`src/design/rsm_pkg.sv`:
```
// ----------------------------------------------------------------------------
// rsm_pkg: shared definitions for the row softmax block
// Widths, exponential constants and the divider status type.
// ----------------------------------------------------------------------------
`default_nettype none

package rsm_pkg;

  localparam int MAX_COLS   = 64;
  localparam int IDX_W      = $clog2(MAX_COLS);
  localparam int CNT_W      = IDX_W + 1;
  localparam int SAMPLE_W   = 16;
  localparam int E_W        = 16;
  localparam int SUM_W      = 22;
  // The row maximum always contributes 63635, so the reciprocal stays below 2^17.
  localparam int RECIP_W    = 17;
  localparam int DIVIDEND_W = 33;

  localparam logic [24:0]        EXP_SCALE      = 25'd12102203;
  localparam logic signed [33:0] EXP_BIAS       = 34'sd1064866805;
  localparam logic signed [16:0] EXP_FLOOR      = -17'sd22348;
  localparam logic [8:0]         EXP_BASE_SHIFT = 9'd134;

  typedef struct packed {
    logic               done;
    logic [RECIP_W-1:0] quot;
  } rsm_div_stat_t;

endpackage

`default_nettype wire

```
`src/design/rsm_recip.sv`:
```
// ----------------------------------------------------------------------------
// rsm_recip: iterative reciprocal of the exponential sum
// Restoring long division of 2^32 by the sum, one quotient bit per cycle.
// ----------------------------------------------------------------------------
`default_nettype none

module rsm_recip import rsm_pkg::*; (
  input  wire logic             clk,
  input  wire logic             rst_n,
  input  wire logic             start,
  input  wire logic [SUM_W-1:0] divisor,
  output rsm_div_stat_t         stat
);

  logic                  busy_r;
  logic [5:0]            step_r;
  logic [SUM_W-1:0]      div_r;
  logic [SUM_W:0]        rem_r;
  logic [DIVIDEND_W-1:0] quot_r;
  logic                  done_r;

  logic [SUM_W:0] trial;
  logic           qbit;

  // The dividend is a single one followed by 32 zeros.
  assign trial = {rem_r[SUM_W-1:0], (step_r == 6'd0)};
  assign qbit  = (trial >= {1'b0, div_r});

  always_ff @(posedge clk) begin
    if (!rst_n) begin
      busy_r <= 1'b0;
      step_r <= '0;
      done_r <= 1'b0;
    end else begin
      done_r <= 1'b0;
      if (start) begin
        busy_r <= 1'b1;
        step_r <= '0;
      end else if (busy_r) begin
        step_r <= step_r + 6'd1;
        if (step_r == 6'(DIVIDEND_W - 1)) begin
          busy_r <= 1'b0;
          done_r <= 1'b1;
        end
      end
    end
  end

  always_ff @(posedge clk) begin
    if (start) begin
      div_r  <= divisor;
      rem_r  <= '0;
      quot_r <= '0;
    end else if (busy_r) begin
      rem_r  <= qbit ? (trial - {1'b0, div_r}) : trial;
      quot_r <= {quot_r[DIVIDEND_W-2:0], qbit};
    end
  end

  assign stat.done = done_r;
  assign stat.quot = (div_r == '0) ? '0 : quot_r[RECIP_W-1:0];

endmodule

`default_nettype wire

```
`src/design/row_softmax_fast_exp.sv`:
```
// Flow: after the closing word the row (1 to 64 elements) runs the exponential sum
// (read, multiply, exponent per element), the reciprocal, then the results (read,
// multiply, exponent, normalise, output per element, plus any output stall).
// Throughput: one shared multiplier and the bit-serial divider set the rate; no input
// is taken from the closing word until the last result is in the output register.
// Reset (synchronous, rst_n low) empties the row and clears the output valid.
// ----------------------------------------------------------------------------
// row_softmax_fast_exp: row softmax with a bit-trick exponential
// Buffers a row of Q7.8 samples and emits normalised Q0.16 probabilities.
// ----------------------------------------------------------------------------
`default_nettype none

module row_softmax_fast_exp import rsm_pkg::*; (
  input  wire logic        clk,
  input  wire logic        rst_n,
  input  wire logic        in_tvalid,
  output logic             in_tready,
  input  wire logic [15:0] in_tdata,   // [15:0] sample
  input  wire logic        in_tlast,   // row_end
  output logic             out_tvalid,
  input  wire logic        out_tready,
  output logic [15:0]      out_tdata,  // [15:0] prob
  output logic             out_tlast   // prob_last
);

  localparam logic [3:0] S_IDLE  = 4'd0;
  localparam logic [3:0] S_A_RD  = 4'd1;
  localparam logic [3:0] S_A_MUL = 4'd2;
  localparam logic [3:0] S_A_EXP = 4'd3;
  localparam logic [3:0] S_DIV   = 4'd4;
  localparam logic [3:0] S_B_RD  = 4'd5;
  localparam logic [3:0] S_B_MUL = 4'd6;
  localparam logic [3:0] S_B_EXP = 4'd7;
  localparam logic [3:0] S_B_NRM = 4'd8;
  localparam logic [3:0] S_B_OUT = 4'd9;

  logic [3:0]                 state_r, state_nxt;
  logic [CNT_W-1:0]           cnt_r;
  logic [IDX_W-1:0]           idx_r;
  logic signed [SAMPLE_W-1:0] max_r;
  logic [SUM_W-1:0]           sum_r;
  logic signed [SAMPLE_W-1:0] rdata_r;
  logic signed [42:0]         prod_r;
  logic                       under_r;
  logic [E_W-1:0]             e_r;
  logic [RECIP_W-1:0]         recip_r;
  logic [15:0]                out_data_r;
  logic                       out_last_r;
  logic                       out_valid_r;

  logic signed [SAMPLE_W-1:0] row_mem [MAX_COLS];

  logic                 in_acc, closing, last_idx, out_free, div_start;
  logic signed [16:0]   diff;
  logic signed [24:0]   mul_a;
  logic signed [17:0]   mul_b;
  logic [E_W-1:0]       e_val;
  logic [SUM_W-1:0]     sum_add;
  rsm_div_stat_t        div_stat;

  function automatic logic [E_W-1:0] fast_exp(input logic signed [40:0] p);
    logic signed [33:0] y;
    logic [7:0]         ex;
    logic [8:0]         sh;
    logic [23:0]        mant;
    logic [23:0]        shifted;
    y    = {p[40], p[40:8]} + EXP_BIAS;
    ex   = y[30:23];
    mant = {1'b1, y[22:0]};
    sh   = ({1'b0, ex} >= EXP_BASE_SHIFT) ? 9'd0 : (EXP_BASE_SHIFT - {1'b0, ex});
    shifted = mant >> sh[4:0];
    return (sh >= 9'd32) ? '0 : shifted[E_W-1:0];
  endfunction

  assign in_tready = (state_r == S_IDLE);
  assign in_acc    = in_tvalid && in_tready;
  assign closing   = in_tlast || (cnt_r == CNT_W'(MAX_COLS - 1));
  assign last_idx  = ({1'b0, idx_r} == (cnt_r - CNT_W'(1)));
  assign out_free  = !out_valid_r || out_tready;
  assign diff      = 17'(rdata_r) - 17'(max_r);
  assign e_val     = under_r ? '0 : fast_exp(prod_r[40:0]);
  assign sum_add   = sum_r + SUM_W'(e_val);
  assign div_start = (state_r == S_A_EXP) && last_idx;

  // The one multiplier serves the exponent scaling and the normalisation.
  always_comb begin
    if (state_r == S_A_MUL || state_r == S_B_MUL) begin
      mul_a = $signed({1'b0, EXP_SCALE[23:0]});
      mul_b = 18'(diff);
    end else begin
      mul_a = $signed(25'(e_r));
      mul_b = $signed({1'b0, recip_r});
    end
  end

  always_comb begin
    state_nxt = state_r;
    unique case (state_r)
      S_IDLE:  if (in_acc && closing) state_nxt = S_A_RD;
      S_A_RD:  state_nxt = S_A_MUL;
      S_A_MUL: state_nxt = S_A_EXP;
      S_A_EXP: state_nxt = last_idx ? S_DIV : S_A_RD;
      S_DIV:   if (div_stat.done) state_nxt = S_B_RD;
      S_B_RD:  state_nxt = S_B_MUL;
      S_B_MUL: state_nxt = S_B_EXP;
      S_B_EXP: state_nxt = S_B_NRM;
      S_B_NRM: state_nxt = S_B_OUT;
      S_B_OUT: if (out_free) state_nxt = last_idx ? S_IDLE : S_B_RD;
      default: state_nxt = S_IDLE;
    endcase
  end

  always_ff @(posedge clk) begin
    if (!rst_n) begin
      state_r     <= S_IDLE;
      cnt_r       <= '0;
      idx_r       <= '0;
      max_r       <= 16'sh8000;
      sum_r       <= '0;
      out_valid_r <= 1'b0;
    end else begin
      state_r <= state_nxt;
      if (state_r == S_B_OUT && out_free) out_valid_r <= 1'b1;
      else if (out_tready) out_valid_r <= 1'b0;
      unique case (state_r)
        S_IDLE: begin
          if (in_acc) begin
            cnt_r <= cnt_r + CNT_W'(1);
            if ($signed(in_tdata) > max_r) max_r <= $signed(in_tdata);
            idx_r <= '0;
          end
        end
        S_A_EXP: begin
          sum_r <= sum_add;
          idx_r <= last_idx ? '0 : idx_r + IDX_W'(1);
        end
        S_B_OUT: begin
          if (out_free) begin
            if (last_idx) begin
              cnt_r <= '0;
              max_r <= 16'sh8000;
              sum_r <= '0;
              idx_r <= '0;
            end else begin
              idx_r <= idx_r + IDX_W'(1);
            end
          end
        end
        default: ;
      endcase
    end
  end

  always_ff @(posedge clk) begin
    if (in_acc) row_mem[cnt_r[IDX_W-1:0]] <= $signed(in_tdata);
    rdata_r <= row_mem[idx_r];
  end

  always_ff @(posedge clk) begin
    if (state_r == S_A_MUL || state_r == S_B_MUL) begin
      prod_r  <= mul_a * mul_b;
      under_r <= (diff < EXP_FLOOR);
    end else if (state_r == S_B_NRM) begin
      prod_r <= mul_a * mul_b;
    end
    if (state_r == S_B_EXP) e_r <= e_val;
    if (state_r == S_DIV && div_stat.done) recip_r <= div_stat.quot;
    if (state_r == S_B_OUT && out_free) begin
      out_data_r <= (|prod_r[42:32]) ? 16'hFFFF : prod_r[31:16];
      out_last_r <= last_idx;
    end
  end

  rsm_recip u_recip (
    .clk     (clk),
    .rst_n   (rst_n),
    .start   (div_start),
    .divisor (sum_add),
    .stat    (div_stat)
  );

  assign out_tvalid = out_valid_r;
  assign out_tdata  = out_data_r;
  assign out_tlast  = out_last_r;

endmodule

`default_nettype wire

```
`config.mk`:
```
export PLATFORM = sky130hd
export DESIGN_NAME = row_softmax_fast_exp
export DESIGN_NICKNAME = d
export VERILOG_FILES = /design/src/design/rsm_pkg.sv /design/src/design/rsm_recip.sv /design/src/design/row_softmax_fast_exp.sv
export SDC_FILE = /design/constraint.sdc
export NUM_CORES = 2
export LEC_CHECK = 0
export ABC_CLOCK_PERIOD_IN_PS = 10300
export BUFFER_PORTS_ARGS = -buffer_cell sky130_fd_sc_hd__buf_2
export CORE_MARGIN = 2
export CORE_UTILIZATION = 35
export CTS_CLUSTER_SIZE = 30
export DETAILED_ROUTE_END_ITERATION = 6
export PLACE_DENSITY = 0.53
export SLEW_MARGIN = 25
export SYNTH_ARGS = -nofsm -noshare
export SYNTH_HDL_FRONTEND = slang
export SYNTH_SLANG_ARGS = --single-unit
```
`constraint.sdc`:
```
create_clock -name clk -period 10.3 [get_ports clk]
set_clock_uncertainty 0.2 [all_clocks]
set_input_delay 0.515 -clock clk [delete_from_list [all_inputs] [get_ports clk]]
set_output_delay 0.515 -clock clk [all_outputs]
set_load 0.02 [all_outputs]
```
==> summary.md <==
| Metric | Value |
|---|---|
| Outcome | `finished clean` |
| Mapped Cells | `4333` |
| Total Nets Final | `5021` |
| Slew headroom | `30.6%` |
| Via/cell ratio | `5.16` |
| Ys async rst share | `0%` |
| CP Capture Type | `register` |
| First-pass GRT wire length | `247000 um` |
| Synthesis Warnings | `0` |
| # rows | `157` |
| Cell variety after synth | `86` |
| Hold crit path type | `in -> reg` |
| Max-Cap Viols | `0` |
| CTS Buf Count | `138` |
| Synth Area per Inst | `14.8 um2` |
| Worst path max stage delay | `500 ps` |
| Initial Util | `35.2%` |
| Power share of the sequential group | `39.1%` |
| Initial antenna violation count | `9` |
| Via count | `35900` |
| Yosys top cell by area | `edfxtp_1` |
| Vias in the first global route | `36900` |
| Gate power share | `28.6%` |
| DR DRC count | `0` |
| Worst R2R Path Depth | `37` |
| CP Max Fanout | `9` |
| Pwr Density | `208 nW/um2` |
| Leakage | `0.0261 uW` |
| Final setup TNS | `0 ps` |
| Post-synth top area share | `52.9%` |
| CP arrival | `9920 ps` |
| Total track usage | `17.7%` |
| Mapped cell area | `64300 um2` |
| Die area | `187000 um2` |
| WL/cell | `23.7 um` |
| Clock Path Buffers | `3` |
| Die height | `432 um` |
| Net switching power | `4690 uW` |
| Hold depth | `2` |
| Clk Tree Root Cell | `clkbuf_16` |
| Final setup fails | `0` |
| CTS tree | `built` |
| Final GP Congestion | `0.898` |
| Int Power | `10400 uW` |
| Clock power share | `32.3%` |
| Clock-pin slew on the worst setup and hold paths | `60 ps` |
| Tmin final | `9590 ps` |
| WL final | `165000 um` |
| Synthesis-to-finish area growth | `12.8%` |
| Layout cell share with drive strength beyond 1 | `17.4%` |
| Crit Path Category | `reg -> reg` |
| CP Data Required Time | `10630 ps` |
| RSZ-0062 raised after global routing | `no` |
| Hpwl dp | `113000 um` |
| Final Cycle Share | `93.1%` |
| Sequential fraction of the synthesis area | `56.6%` |
| I/O pin total | `40` |
| Worst-skew pair later-pin latency | `800 ps` |
| Fin Hold WS | `59.7 ps` |
| Top cells by area, synth | `edfxtp_1, mux4_2, fa_1, ha_1, dfxtp_1` |
| Largest net degree at the start of global routing | `146` |
| Sink Count | `1251` |
| Iter 0 DRT Violations | `2817` |
| Worst Setup Start Kind | `register` |
| Port-buffer cells | `39` |
| Switch share | `31.1%` |
| GR Overflow Total | `0` |
| Cell mode on critical path | `fa_1` |
| Yosys reg bits | `1251` |
| Core footprint | `183000 um2` |
| Post-DRT Antenna Nets | `0` |
| Maximum vdd drop | `0.194 mV` |
| Hold Violations, Final | `0` |
| Maximum clock rate | `104 MHz` |
| CP max-delay cell | `fa_1` |
| Die W | `432 um` |
| H-tree Lvls | `4` |
| Post-CTS Setup Bufs | `0` |
| Drt first pass iters | `5` |
| Ys flop type | `edfxtp_1` |
| Slew @ Worst Pin | `1040 ps` |
| Max-slew violation count | `0` |
| EDFF count, synth | `1132` |
==> Yosys cell counts (42+ instances only) <==
| cell | count |
|---|---|
| xor2_1 | 51 |
| fa_1 | 288 |
| mux2i_1 | 57 |
| clkbuf_1 | 138 |
| a21oi_1 | 137 |
| inv_1 | 457 |
| dfxtp_1 | 119 |
| xnor2_1 | 65 |
| mux4_2 | 336 |
| edfxtp_1 | 1132 |
| nand3_1 | 59 |
| nor2_1 | 338 |
| nand2b_1 | 42 |
| ha_1 | 246 |
| nor2b_1 | 42 |
| and3_1 | 42 |
| o21ai_0 | 60 |
| nand2_1 | 250 |
==> through the flow <==
stage / setup slack [ps] / utilization (%) / instances / total power (uW) / area, um2
2_1_floorplan: 1440 / - / 4341 / 9260 / 64300
3_3_place_gp: 665 / 37.1 / 6704 / 10300 / 67800
3_5_place_dp: 587 / 37.1 / 6704 / 10300 / 67800
4_1_cts: 577 / 39.6 / 6955 / 15200 / 72400
5_1_grt: 35.5 / 39.7 / 6956 / 16000 / 72500
6_report: 709 / 39.7 / 6958 / 15100 / 72500
==> path summary, 6_finish.rpt <==
path / from / to / slack, ps
max: max_r[0] / prod_r[42] / 710
min: in_tdata[6] / row_mem[61][6] / 60
max reg2reg: max_r[0] / prod_r[42] / 710
min reg2reg: max_r[12] / max_r[12] / 270
==> worst max-delay path, delay by kind of cell, from the launching register on <==
kind                       cells  cell delay [ps]
adders and majority gates      9             3750
AOI/OAI and AO/OA             17             3560
and+or+nand+nor                6             1160
DFF                            1              350
buffers and inverters          4              200
xor gates and xnor gates       1              120
==> per-layer routing <==
| metal | track usage, % | wire [um] | vias up |
|---|---|---|---|
| li1 | - | - | 16200 |
| met1 | 24.2 | 73600 | 18700 |
| met2 | 29.5 | 79800 | 851 |
| met3 | 2.55 | 7130 | 226 |
| met4 | 5.00 | 4340 | 0 |
| met5 | 0 | 0 | - |
==> flip-flops by register name, summed over array words and instances (netlist names), 17 cells and up <==
signal          flops
prod_r             35
recip_r            17
row_mem          1024
sum_r              22
u_recip.div_r      22
u_recip.quot_r     17
u_recip.rem_r      22
==> logic make-up after synthesis <==
kind of cell / share of synthesized area (%)
flops: 56.6
fa+ha+maj: 13.8
mux: 12.8
other cells: 0.0117
buf+inv: 3.83
xor+xnor: 1.58
simple gates: 6.90
compound gates: 4.48
==> layout by cell type (no fill, tap or decap), drive strengths merged, types with 59 or more instances in the layout <==
cell type | Yosys | final
fa | 288 | 288
mux4 | 336 | 336
ha | 246 | 246
o21ai | 70 | 70
buf | 50 | 167
a21oi | 137 | 137
nand2 | 250 | 250
nand3 | 59 | 59
xnor2 | 65 | 65
nor2 | 339 | 339
clkinv | 0 | 62
inv | 457 | 458
dfxtp | 119 | 119
edfxtp | 1132 | 1132
clkbuf | 138 | 167
==> power by group through the flow <==
stage | Clock [uW] | Combinational, uW | Sequential (uW)
final | 4860 | 4310 | 5900
after CTS | 4990 | 4350 | 5900
after detailed placement | 0 | 4320 | 6000
after floorplan | 0 | 3290 | 5970
after global placement | 0 | 4280 | 6000
after global routing | 5180 | 4930 | 5900
==> area by class of cell <==
type / instances / area [um2]
Antenna cell: 2 / 5.00
Clock buffer: 167 / 3600
Clock inverter: 78 / 940
Fill cell: 17000 / 110000
Inverter: 457 / 1720
Multi-Input combinational cell: 2445 / 25600
Sequential cell: 1251 / 36400
Tap cell: 2385 / 2980
Timing Repair Buffer: 173 / 1250
==> repair_timing <==
action,in CTS,in global routing
endpoints found under the hold margin,20,0
hold buffers,6,0
resized for setup,0,3
setup endpoints to repair,0,1
(Power assumes the default switching activity.)
